===== src/rtl/atan2_pkg.sv =====
// package for the whole-degree arctangent block: widths, table and threshold helpers
package atan2_pkg;

    localparam int SAMPLE_WIDTH_DEF = 16;
    localparam int ANGLE_WIDTH      = 9;
    localparam int SCALE_SHIFT      = 6;
    localparam int TABLE_LEN        = 346;
    localparam int TABLE_IDX_W      = 9;
    localparam int FQ_WIDTH         = 7;

    typedef logic [FQ_WIDTH-1:0] fq_angle_t;

    localparam logic [FQ_WIDTH-1:0] ATAN_TABLE [0:TABLE_LEN-1] = '{
        7'd0,7'd1,7'd2,7'd3,7'd4,7'd4,7'd5,7'd6,7'd7,7'd8,7'd9,7'd10,7'd11,7'd11,
        7'd12,7'd13,7'd14,7'd15,7'd16,7'd17,7'd17,7'd18,7'd19,7'd20,7'd21,7'd21,
        7'd22,7'd23,7'd24,7'd24,7'd25,7'd26,7'd27,7'd27,7'd28,
        7'd29,7'd29,7'd30,7'd31,7'd31,7'd32,7'd33,7'd33,7'd34,7'd35,7'd35,7'd36,
        7'd36,7'd37,7'd37,7'd38,7'd39,7'd39,7'd40,7'd40,7'd41,
        7'd41,7'd42,7'd42,7'd43,7'd43,7'd44,7'd44,7'd45,7'd45,7'd45,7'd46,7'd46,
        7'd47,7'd47,7'd48,7'd48,7'd48,7'd49,7'd49,7'd50,7'd50,
        7'd50,7'd51,7'd51,7'd51,7'd52,7'd52,7'd52,7'd53,7'd53,7'd53,7'd54,7'd54,
        7'd54,7'd55,7'd55,7'd55,7'd55,7'd56,7'd56,7'd56,7'd57,
        7'd57,7'd57,7'd57,7'd58,7'd58,7'd58,7'd58,7'd59,7'd59,7'd59,7'd59,7'd60,
        7'd60,7'd60,7'd60,7'd60,7'd61,7'd61,7'd61,7'd61,7'd62,
        7'd62,7'd62,7'd62,7'd62,7'd63,7'd63,7'd63,7'd63,7'd63,7'd63,7'd64,7'd64,
        7'd64,7'd64,7'd64,7'd64,7'd65,7'd65,7'd65,7'd65,7'd65,
        7'd65,7'd66,7'd66,7'd66,7'd66,7'd66,7'd66,7'd66,7'd67,7'd67,7'd67,7'd67,
        7'd67,7'd67,7'd67,7'd68,7'd68,7'd68,7'd68,7'd68,7'd68,
        7'd68,7'd68,7'd69,7'd69,7'd69,7'd69,7'd69,7'd69,7'd69,7'd69,7'd69,7'd70,
        7'd70,7'd70,7'd70,7'd70,7'd70,7'd70,7'd70,7'd70,7'd71,
        7'd71,7'd71,7'd71,7'd71,7'd71,7'd71,7'd71,7'd71,7'd71,7'd71,7'd72,7'd72,
        7'd72,7'd72,7'd72,7'd72,7'd72,7'd72,7'd72,7'd72,7'd72,
        7'd73,7'd73,7'd73,7'd73,7'd73,7'd73,7'd73,7'd73,7'd73,7'd73,7'd73,7'd73,
        7'd73,7'd73,7'd74,7'd74,7'd74,7'd74,7'd74,7'd74,7'd74,
        7'd74,7'd74,7'd74,7'd74,7'd74,7'd74,7'd74,7'd75,7'd75,7'd75,7'd75,7'd75,
        7'd75,7'd75,7'd75,7'd75,7'd75,7'd75,7'd75,7'd75,7'd75,
        7'd75,7'd75,7'd75,7'd76,7'd76,7'd76,7'd76,7'd76,7'd76,7'd76,7'd76,7'd76,
        7'd76,7'd76,7'd76,7'd76,7'd76,7'd76,7'd76,7'd76,7'd76,
        7'd76,7'd77,7'd77,7'd77,7'd77,7'd77,7'd77,7'd77,7'd77,7'd77,7'd77,7'd77,
        7'd77,7'd77,7'd77,7'd77,7'd77,7'd77,7'd77,7'd77,7'd77,
        7'd77,7'd77,7'd78,7'd78,7'd78,7'd78,7'd78,7'd78,7'd78,7'd78,7'd78,7'd78,
        7'd78,7'd78,7'd78,7'd78,7'd78,7'd78,7'd78,7'd78,7'd78,
        7'd78,7'd78,7'd78,7'd78,7'd78,7'd78,7'd78,7'd79,7'd79,7'd79,7'd79,7'd79,
        7'd79,7'd79,7'd79,7'd79,7'd79,7'd79,7'd79,7'd79,7'd79,
        7'd79,7'd79,7'd79,7'd79,7'd79,7'd79,7'd79,7'd79,7'd79,7'd79,7'd79,7'd79,
        7'd79,7'd79,7'd79,7'd79,7'd79
    };

    // steep angles from an index that is 346 or more
    function automatic fq_angle_t steep_angle(input logic [13:0] idx, input logic big);
        fq_angle_t a;
        begin
            if (big || idx > 14'd7334)     a = 7'd90;
            else if (idx > 14'd2444)       a = 7'd89;
            else if (idx > 14'd1465)       a = 7'd88;
            else if (idx > 14'd1046)       a = 7'd87;
            else if (idx > 14'd813)        a = 7'd86;
            else if (idx > 14'd664)        a = 7'd85;
            else if (idx > 14'd561)        a = 7'd84;
            else if (idx > 14'd486)        a = 7'd83;
            else if (idx > 14'd428)        a = 7'd82;
            else if (idx > 14'd382)        a = 7'd81;
            else                           a = 7'd80;
            steep_angle = a;
        end
    endfunction

endpackage


===== src/rtl/atan2_div.sv =====
// pipelined restoring divider, one quotient bit per stage, valid bits travel with data
module atan2_div #(
    parameter int NUM_W = 22,
    parameter int DEN_W = 16,
    parameter int TAG_W = 4
) (
    input  logic             clk,
    input  logic             rst_n,
    input  logic             en,
    input  logic             in_valid,
    input  logic [NUM_W-1:0] num,
    input  logic [DEN_W-1:0] den,
    input  logic [TAG_W-1:0] tag_in,
    output logic             out_valid,
    output logic [NUM_W-1:0] quot,
    output logic [TAG_W-1:0] tag_out
);
    logic [NUM_W-1:0] num_reg [0:NUM_W];
    logic [DEN_W-1:0] rem_reg [0:NUM_W];
    logic [DEN_W-1:0] den_reg [0:NUM_W];
    logic [TAG_W-1:0] tag_reg [0:NUM_W];
    logic             vld_reg [0:NUM_W];

    assign num_reg[0] = num;
    assign rem_reg[0] = '0;
    assign den_reg[0] = den;
    assign tag_reg[0] = tag_in;
    assign vld_reg[0] = in_valid;

    for (genvar s = 0; s < NUM_W; s++)
    begin : g_stage
        logic [DEN_W:0]   trial_next;
        logic [DEN_W:0]   diff_next;
        logic [DEN_W-1:0] rem_next;
        logic [NUM_W-1:0] num_next;
        logic [DEN_W-1:0] rem_s_reg;
        logic [NUM_W-1:0] num_s_reg;
        logic [DEN_W-1:0] den_s_reg;
        logic [TAG_W-1:0] tag_s_reg;
        logic             vld_s_reg;

        always_comb
        begin
            trial_next = {rem_reg[s], num_reg[s][NUM_W-1]};
            diff_next  = trial_next - {1'b0, den_reg[s]};
            num_next   = {num_reg[s][NUM_W-2:0], ~diff_next[DEN_W]};
            rem_next   = diff_next[DEN_W] ? trial_next[DEN_W-1:0] : diff_next[DEN_W-1:0];
        end

        always_ff @(posedge clk or negedge rst_n)
        begin
            if (!rst_n)
                vld_s_reg <= 1'b0;
            else if (en)
                vld_s_reg <= vld_reg[s];
        end

        always_ff @(posedge clk)
        begin
            if (en)
            begin
                rem_s_reg <= rem_next;
                num_s_reg <= num_next;
                den_s_reg <= den_reg[s];
                tag_s_reg <= tag_reg[s];
            end
        end

        assign rem_reg[s+1] = rem_s_reg;
        assign num_reg[s+1] = num_s_reg;
        assign den_reg[s+1] = den_s_reg;
        assign tag_reg[s+1] = tag_s_reg;
        assign vld_reg[s+1] = vld_s_reg;
    end

    assign out_valid = vld_reg[NUM_W];
    assign quot      = num_reg[NUM_W];
    assign tag_out   = tag_reg[NUM_W];
endmodule


===== src/rtl/atan2_degrees_lookup.sv =====
// top level: four-quadrant whole-degree arctangent, stream in and out
// path from input beat to output beat: stage 1 register, the divider stages, stage 2 register, output register
// throughput: one beat per cycle while the output is not stalled; the restoring divider has one stage per quotient bit
// the whole pipeline advances together; a final output register holds a beat under stall
// reset: asynchronous active low, clears every valid bit; data registers are not reset
module atan2_degrees_lookup #(
    parameter int SAMPLE_WIDTH = atan2_pkg::SAMPLE_WIDTH_DEF
) (
    input  logic                      clk,
    input  logic                      rst_n,
    input  logic                      s_axis_tvalid,
    output logic                      s_axis_tready,
    // x_coord, y_coord
    input  logic [((2*SAMPLE_WIDTH+7)/8)*8-1:0] s_axis_tdata,
    output logic                      m_axis_tvalid,
    input  logic                      m_axis_tready,
    // angle_deg
    output logic [15:0]               m_axis_tdata
);
    import atan2_pkg::*;

    localparam int MAG_W = SAMPLE_WIDTH + 1;
    localparam int NUM_W = MAG_W + SCALE_SHIFT;
    // quadrant tag: both zero, x zero, x negative, y negative
    localparam int TAG_W = 4;

    logic en;
    logic out_vld_reg;
    logic [ANGLE_WIDTH-1:0] out_angle_reg;

    assign en            = !out_vld_reg || m_axis_tready;
    assign s_axis_tready = en;

    // stage 1: magnitudes and signs
    logic signed [SAMPLE_WIDTH-1:0] x_in, y_in;
    logic             s1_vld_reg;
    logic [MAG_W-1:0] s1_xm_reg, s1_ym_reg;
    logic [TAG_W-1:0] s1_tag_reg;

    assign x_in = s_axis_tdata[SAMPLE_WIDTH-1:0];
    assign y_in = s_axis_tdata[2*SAMPLE_WIDTH-1:SAMPLE_WIDTH];

    always_ff @(posedge clk or negedge rst_n)
    begin
        if (!rst_n)
            s1_vld_reg <= 1'b0;
        else if (en)
            s1_vld_reg <= s_axis_tvalid;
    end

    always_ff @(posedge clk)
    begin
        if (en)
        begin
            s1_xm_reg  <= x_in[SAMPLE_WIDTH-1] ? -{x_in[SAMPLE_WIDTH-1], x_in}
                                               : {1'b0, x_in};
            s1_ym_reg  <= y_in[SAMPLE_WIDTH-1] ? -{y_in[SAMPLE_WIDTH-1], y_in}
                                               : {1'b0, y_in};
            s1_tag_reg <= {y_in[SAMPLE_WIDTH-1], x_in[SAMPLE_WIDTH-1],
                           x_in == '0, (x_in == '0) && (y_in == '0)};
        end
    end

    // divider
    logic             dv_vld;
    logic [NUM_W-1:0] dv_quot;
    logic [TAG_W-1:0] dv_tag;

    atan2_div #(
        .NUM_W (NUM_W),
        .DEN_W (MAG_W),
        .TAG_W (TAG_W)
    ) u_div (
        .clk       (clk),
        .rst_n     (rst_n),
        .en        (en),
        .in_valid  (s1_vld_reg),
        .num       ({s1_ym_reg, {SCALE_SHIFT{1'b0}}}),
        .den       (s1_xm_reg),
        .tag_in    (s1_tag_reg),
        .out_valid (dv_vld),
        .quot      (dv_quot),
        .tag_out   (dv_tag)
    );

    // stage 2: table lookup and threshold chain
    logic             s2_vld_reg;
    fq_angle_t        s2_a_reg;
    logic [TAG_W-1:0] s2_tag_reg;
    logic             big_q;
    fq_angle_t        a_next;

    always_comb
    begin
        big_q = (NUM_W > 14) ? (dv_quot >> 14) != '0 : 1'b0;
        if (!big_q && dv_quot < NUM_W'(TABLE_LEN))
            a_next = ATAN_TABLE[dv_quot[TABLE_IDX_W-1:0]];
        else
            a_next = steep_angle(dv_quot[13:0], big_q);
    end

    always_ff @(posedge clk or negedge rst_n)
    begin
        if (!rst_n)
            s2_vld_reg <= 1'b0;
        else if (en)
            s2_vld_reg <= dv_vld;
    end

    always_ff @(posedge clk)
    begin
        if (en)
        begin
            s2_a_reg   <= a_next;
            s2_tag_reg <= dv_tag;
        end
    end

    // stage 3: quadrant
    logic signed [ANGLE_WIDTH-1:0] a_s, ang_next;

    always_comb
    begin
        a_s = ANGLE_WIDTH'(s2_a_reg);
        if (s2_tag_reg[0])
            ang_next = '0;
        else if (s2_tag_reg[1])
            ang_next = s2_tag_reg[3] ? -9'sd90 : 9'sd90;
        else if (!s2_tag_reg[2])
            ang_next = s2_tag_reg[3] ? -a_s : a_s;
        else if (!s2_tag_reg[3])
            ang_next = 9'sd180 - a_s;
        else
            ang_next = a_s - 9'sd180;
    end

    always_ff @(posedge clk or negedge rst_n)
    begin
        if (!rst_n)
            out_vld_reg <= 1'b0;
        else if (en)
            out_vld_reg <= s2_vld_reg;
    end

    always_ff @(posedge clk)
    begin
        if (en)
            out_angle_reg <= ang_next;
    end

    assign m_axis_tvalid = out_vld_reg;
    assign m_axis_tdata  = {{(16-ANGLE_WIDTH){1'b0}}, out_angle_reg};

`ifndef SYNTH
    a_stall_hold: assert property (@(posedge clk) disable iff (!rst_n)
        m_axis_tvalid && !m_axis_tready |=> m_axis_tvalid && $stable(m_axis_tdata))
        else $error("output beat changed under stall");
    a_ready: assert property (@(posedge clk) disable iff (!rst_n)
        !m_axis_tvalid |-> s_axis_tready)
        else $error("input stalled with empty output");
    a_range: assert property (@(posedge clk) disable iff (!rst_n)
        m_axis_tvalid |-> ($signed(out_angle_reg) <= 9'sd180) &&
                          ($signed(out_angle_reg) >= -9'sd180))
        else $error("angle out of range");
`endif
endmodule

===== config.mk =====
export PLATFORM = sky130hd
export DESIGN_NAME = atan2_degrees_lookup
export DESIGN_NICKNAME = d
export VERILOG_FILES = /design/src/rtl/atan2_pkg.sv /design/src/rtl/atan2_div.sv /design/src/rtl/atan2_degrees_lookup.sv
export SDC_FILE = /design/constraint.sdc
export NUM_CORES = 2
export LEC_CHECK = 0
export BUFFER_PORTS_ARGS = -buffer_cell sky130_fd_sc_hd__buf_2
export CAP_MARGIN = 0
export CORE_MARGIN = 3
export CORE_UTILIZATION = 30
export DETAILED_ROUTE_END_ITERATION = 7
export PLACE_DENSITY_LB_ADDON = 0.3
export SLEW_MARGIN = 25
export SYNTH_ARGS = -nofsm -noshare
export SYNTH_HDL_FRONTEND = slang
export SYNTH_SLANG_ARGS = --single-unit

===== constraint.sdc =====
create_clock -name clk -period 119.5 [get_ports clk]
set_input_delay 5.975 -clock clk [delete_from_list [all_inputs] [get_ports clk]]
set_output_delay 5.975 -clock clk [all_outputs]
set_load 0.005 [all_outputs]

==> impl_metrics.py <==
metrics = {
    "synth": {
        "post-synth-top-area-fraction_pct": 59.8,
        "synth_cell_type_count": 100,
        "syn_inst": 4836,
        "netlist_area_mm2": 0.0657,
        "synth_flop_cell": "edfxtp_1",
        "ys_ff_latch": 1336,
        "synth_commonest_cells": "1,310 x edfxtp_1, 462 x inv_1, 387 x ha_1",
        "synth.largest_area_cell": "edfxtp_1",
        "yosysSeqAreaShare_pct": 60.8,
        "yosys.cell_count.top_type": "edfxtp_1",
        "yosys_warnings": 0,
        "synth.avg_cell_area_um2": 13.6,
        "synth_edf_count": 1310,
        "synth_area_leaders": "edfxtp_1 60%, ha_1 7.4%, mux2_2 4.8%",
        "synth_async_sr_flop_share_pct": 1.95,
    },
    "sta": {
        "period_needed_ps": 12970,
        "drv_slew": 0,
        "tns_ps": 0,
        "fmax_mhz": 77.1,
        "finalSetupViolations": 0,
        "max-slew-margin-rel_pct": 34.4,
        "worst_pin_slew_ps": 983,
        "timing.final.crit_share_pct": 10.9,
        "clock_skew_ps": 24.1,
        "hold_viol": 0,
        "rsz0062_at_grt": "false",
    },
    "global_routing": {
        "antenna_found_initial": 0,
        "overflow": 0,
        "grt_max_degree": 187,
        "grt_usage_pct": 9.94,
        "grt_pass1_wl_mm": 187,
        "grt_pass1_vias": 38000,
    },
    "clock_tree": {
        "cts_buffers": 144,
        "clk_latency_ps": 770,
        "clkSinkCount": 1336,
        "ctsResizeCount": 0,
        "cts_tree": "yes",
        "clk_pin_slew_ps": 60,
        "post_cts_buffers": 0,
        "clock_path_buffers": 3,
        "root_buffer": "clkbuf_16",
        "hold_buffers": 0,
        "ctsHtreeMaxLevel": 4,
    },
    "final_layout": {
        "antenna-diode-count": 0,
        "final_layout_size_suffix_gt1_share_pct": 13.2,
        "largest_register_ffs": 389,
        "nets": 5428,
        "syn2layout_area_growth_pct": 12.9,
    },
    "floorplan": {
        "chipWidth_um": 474,
        "initial_utilization_pct": 30.2,
        "pin_count": 54,
        "die_h_um": 474,
        "rows": 171,
        "core_mm2": 0.218,
        "dieArea_mm2": 0.225,
    },
    "route": {
        "firstDrtPassIters": 5,
        "drtAntennaViolNets": 0,
        "drt_iter0_drc": 1793,
        "wire_per_inst_um": 14.1,
        "vias": 37200,
        "avgViaCountPerCell": 4.68,
        "drc": 0,
        "drt_wl_total_mm": 112,
    },
    "critical_path": {
        "crit_arrival_ps": 7000,
        "criticalPathCategory": "input port to output pin",
        "crit_chain": "buf_2 > nand2b_4 > buf_2",
        "critPathBufInv": 2,
        "cp-end-kind": "output pin",
        "slowest_delay_ps": 660,
        "cp_common_cell": "buf_2",
        "cp.required_ps": 113530,
        "path_max_fanout": 68,
        "critPathLaunchType": "input port",
        "regToRegSetupSlack_ps": 115610,
        "crit_slowest_cell": "nand2b_4",
        "critPathTopFamily": "simple AND/OR/NAND/NOR gates",
    },
    "placed_design": {
        "portBuffers": 46,
        "place.gp.congestion": 0.830,
        "dp_hpwl_mm": 78.6,
    },
    "status": {
        "status": "complete, no violations",
    },
    "job": {
        "max-cap-violations": 0,
    },
    "hold_path": {
        "worst_hold_path_type": "flop to flop",
    },
}
[cell type report]
type	instances	area (um2)
tap	2854	3570
fill	20900	143000
multi-input combinational	2970	23700
clock inverter	88	945
timing repair buffer	66	463
inverter	466	1750
sequential	1336	40000
clock buffer	175	3770
[cell families (layout without fill, tap and decap cells)]
logic type | Yosys count | count (layout) | share of synthesized area [%]
compound gates | 971 | 971 | 10.1
simple gates | 910 | 910 | 7.18
mux | 386 | 386 | 6.76
flops | 1336 | 1336 | 60.8
fa+ha+maj | 408 | 408 | 8.00
buf+inv | 545 | 795 | 3.38
xor+xnor | 279 | 279 | 3.72
other cells | 1 | 16 | 0.00570
[placed cells by master (no fill, tap or decap), drive strengths merged, types with 19 or more instances in the layout]
cell and instances:
edfxtp 1310, inv 471, ha 387, mux2 331
a21oi 261, nor2 216, o21ai 206, xnor2 204
clkbuf 175, nand2 173, o21a 93, nor3 79
xor2 75, a21o 69, buf 66, or3 64
nand3 63, nor2b 60, nand2b 60, clkinv 57
mux2i 53, a211oi 42, a311oi 42, a31oi 32
and2 31, and3 28, dfrtp 26, o211ai 26
nor4b 23, nor4 22, o31ai 22, fa 21
o31a 20, or2 19
[stage by stage]
step / hold slack (ps) / setup WS (ps) / area, um2 / util (%) / instances
6_report: 400 / 106530 / 74200 / 34.1 / 7955
3_5_place_dp: 405 / 106450 / 69400 / 31.9 / 7691
3_3_place_gp: 400 / 106460 / 69300 / 31.9 / 7690
4_1_cts: 397 / 106460 / 74100 / 34.1 / 7954
2_1_floorplan: 400 / 71740 / 65800 / - / 4851
5_1_grt: 402 / 106380 / 74200 / 34.1 / 7955
[per-layer routing]
metal | up-vias | part of all wire, % | track usage (%)
met5 | - | 0 | 0
met3 | 227 | 3.2 | 1.83
met4 | 0 | 3.0 | 3.89
li1 | 18500 | - | -
met1 | 18000 | 41 | 11.1
met2 | 482 | 53 | 18.6
[final timing paths]
| path | cells past startpoint | startpoint | to |
|---|---|---|---|
| worst max-delay path | 3 | m_axis_tready | s_axis_tready |
| max in group asynchronous | 1 | rst_n | u_div.g_stage[16].vld_s_reg |
| min in group asynchronous | 1 | rst_n | u_div.g_stage[17].vld_s_reg |
| worst min-delay path | 0 | u_div.g_stage[5].num_s_reg[18] | u_div.g_stage[6].num_s_reg[19] |
| worst max register to register | 5 | m_axis_tvalid | u_div.g_stage[20].den_s_reg[12] |
| worst min register to register | 0 | u_div.g_stage[5].num_s_reg[18] | u_div.g_stage[6].num_s_reg[19] |
Power is left out: the tool's default activity adds up to more than one toggle a clock period on the data nets, which glitch-free logic cannot reach.
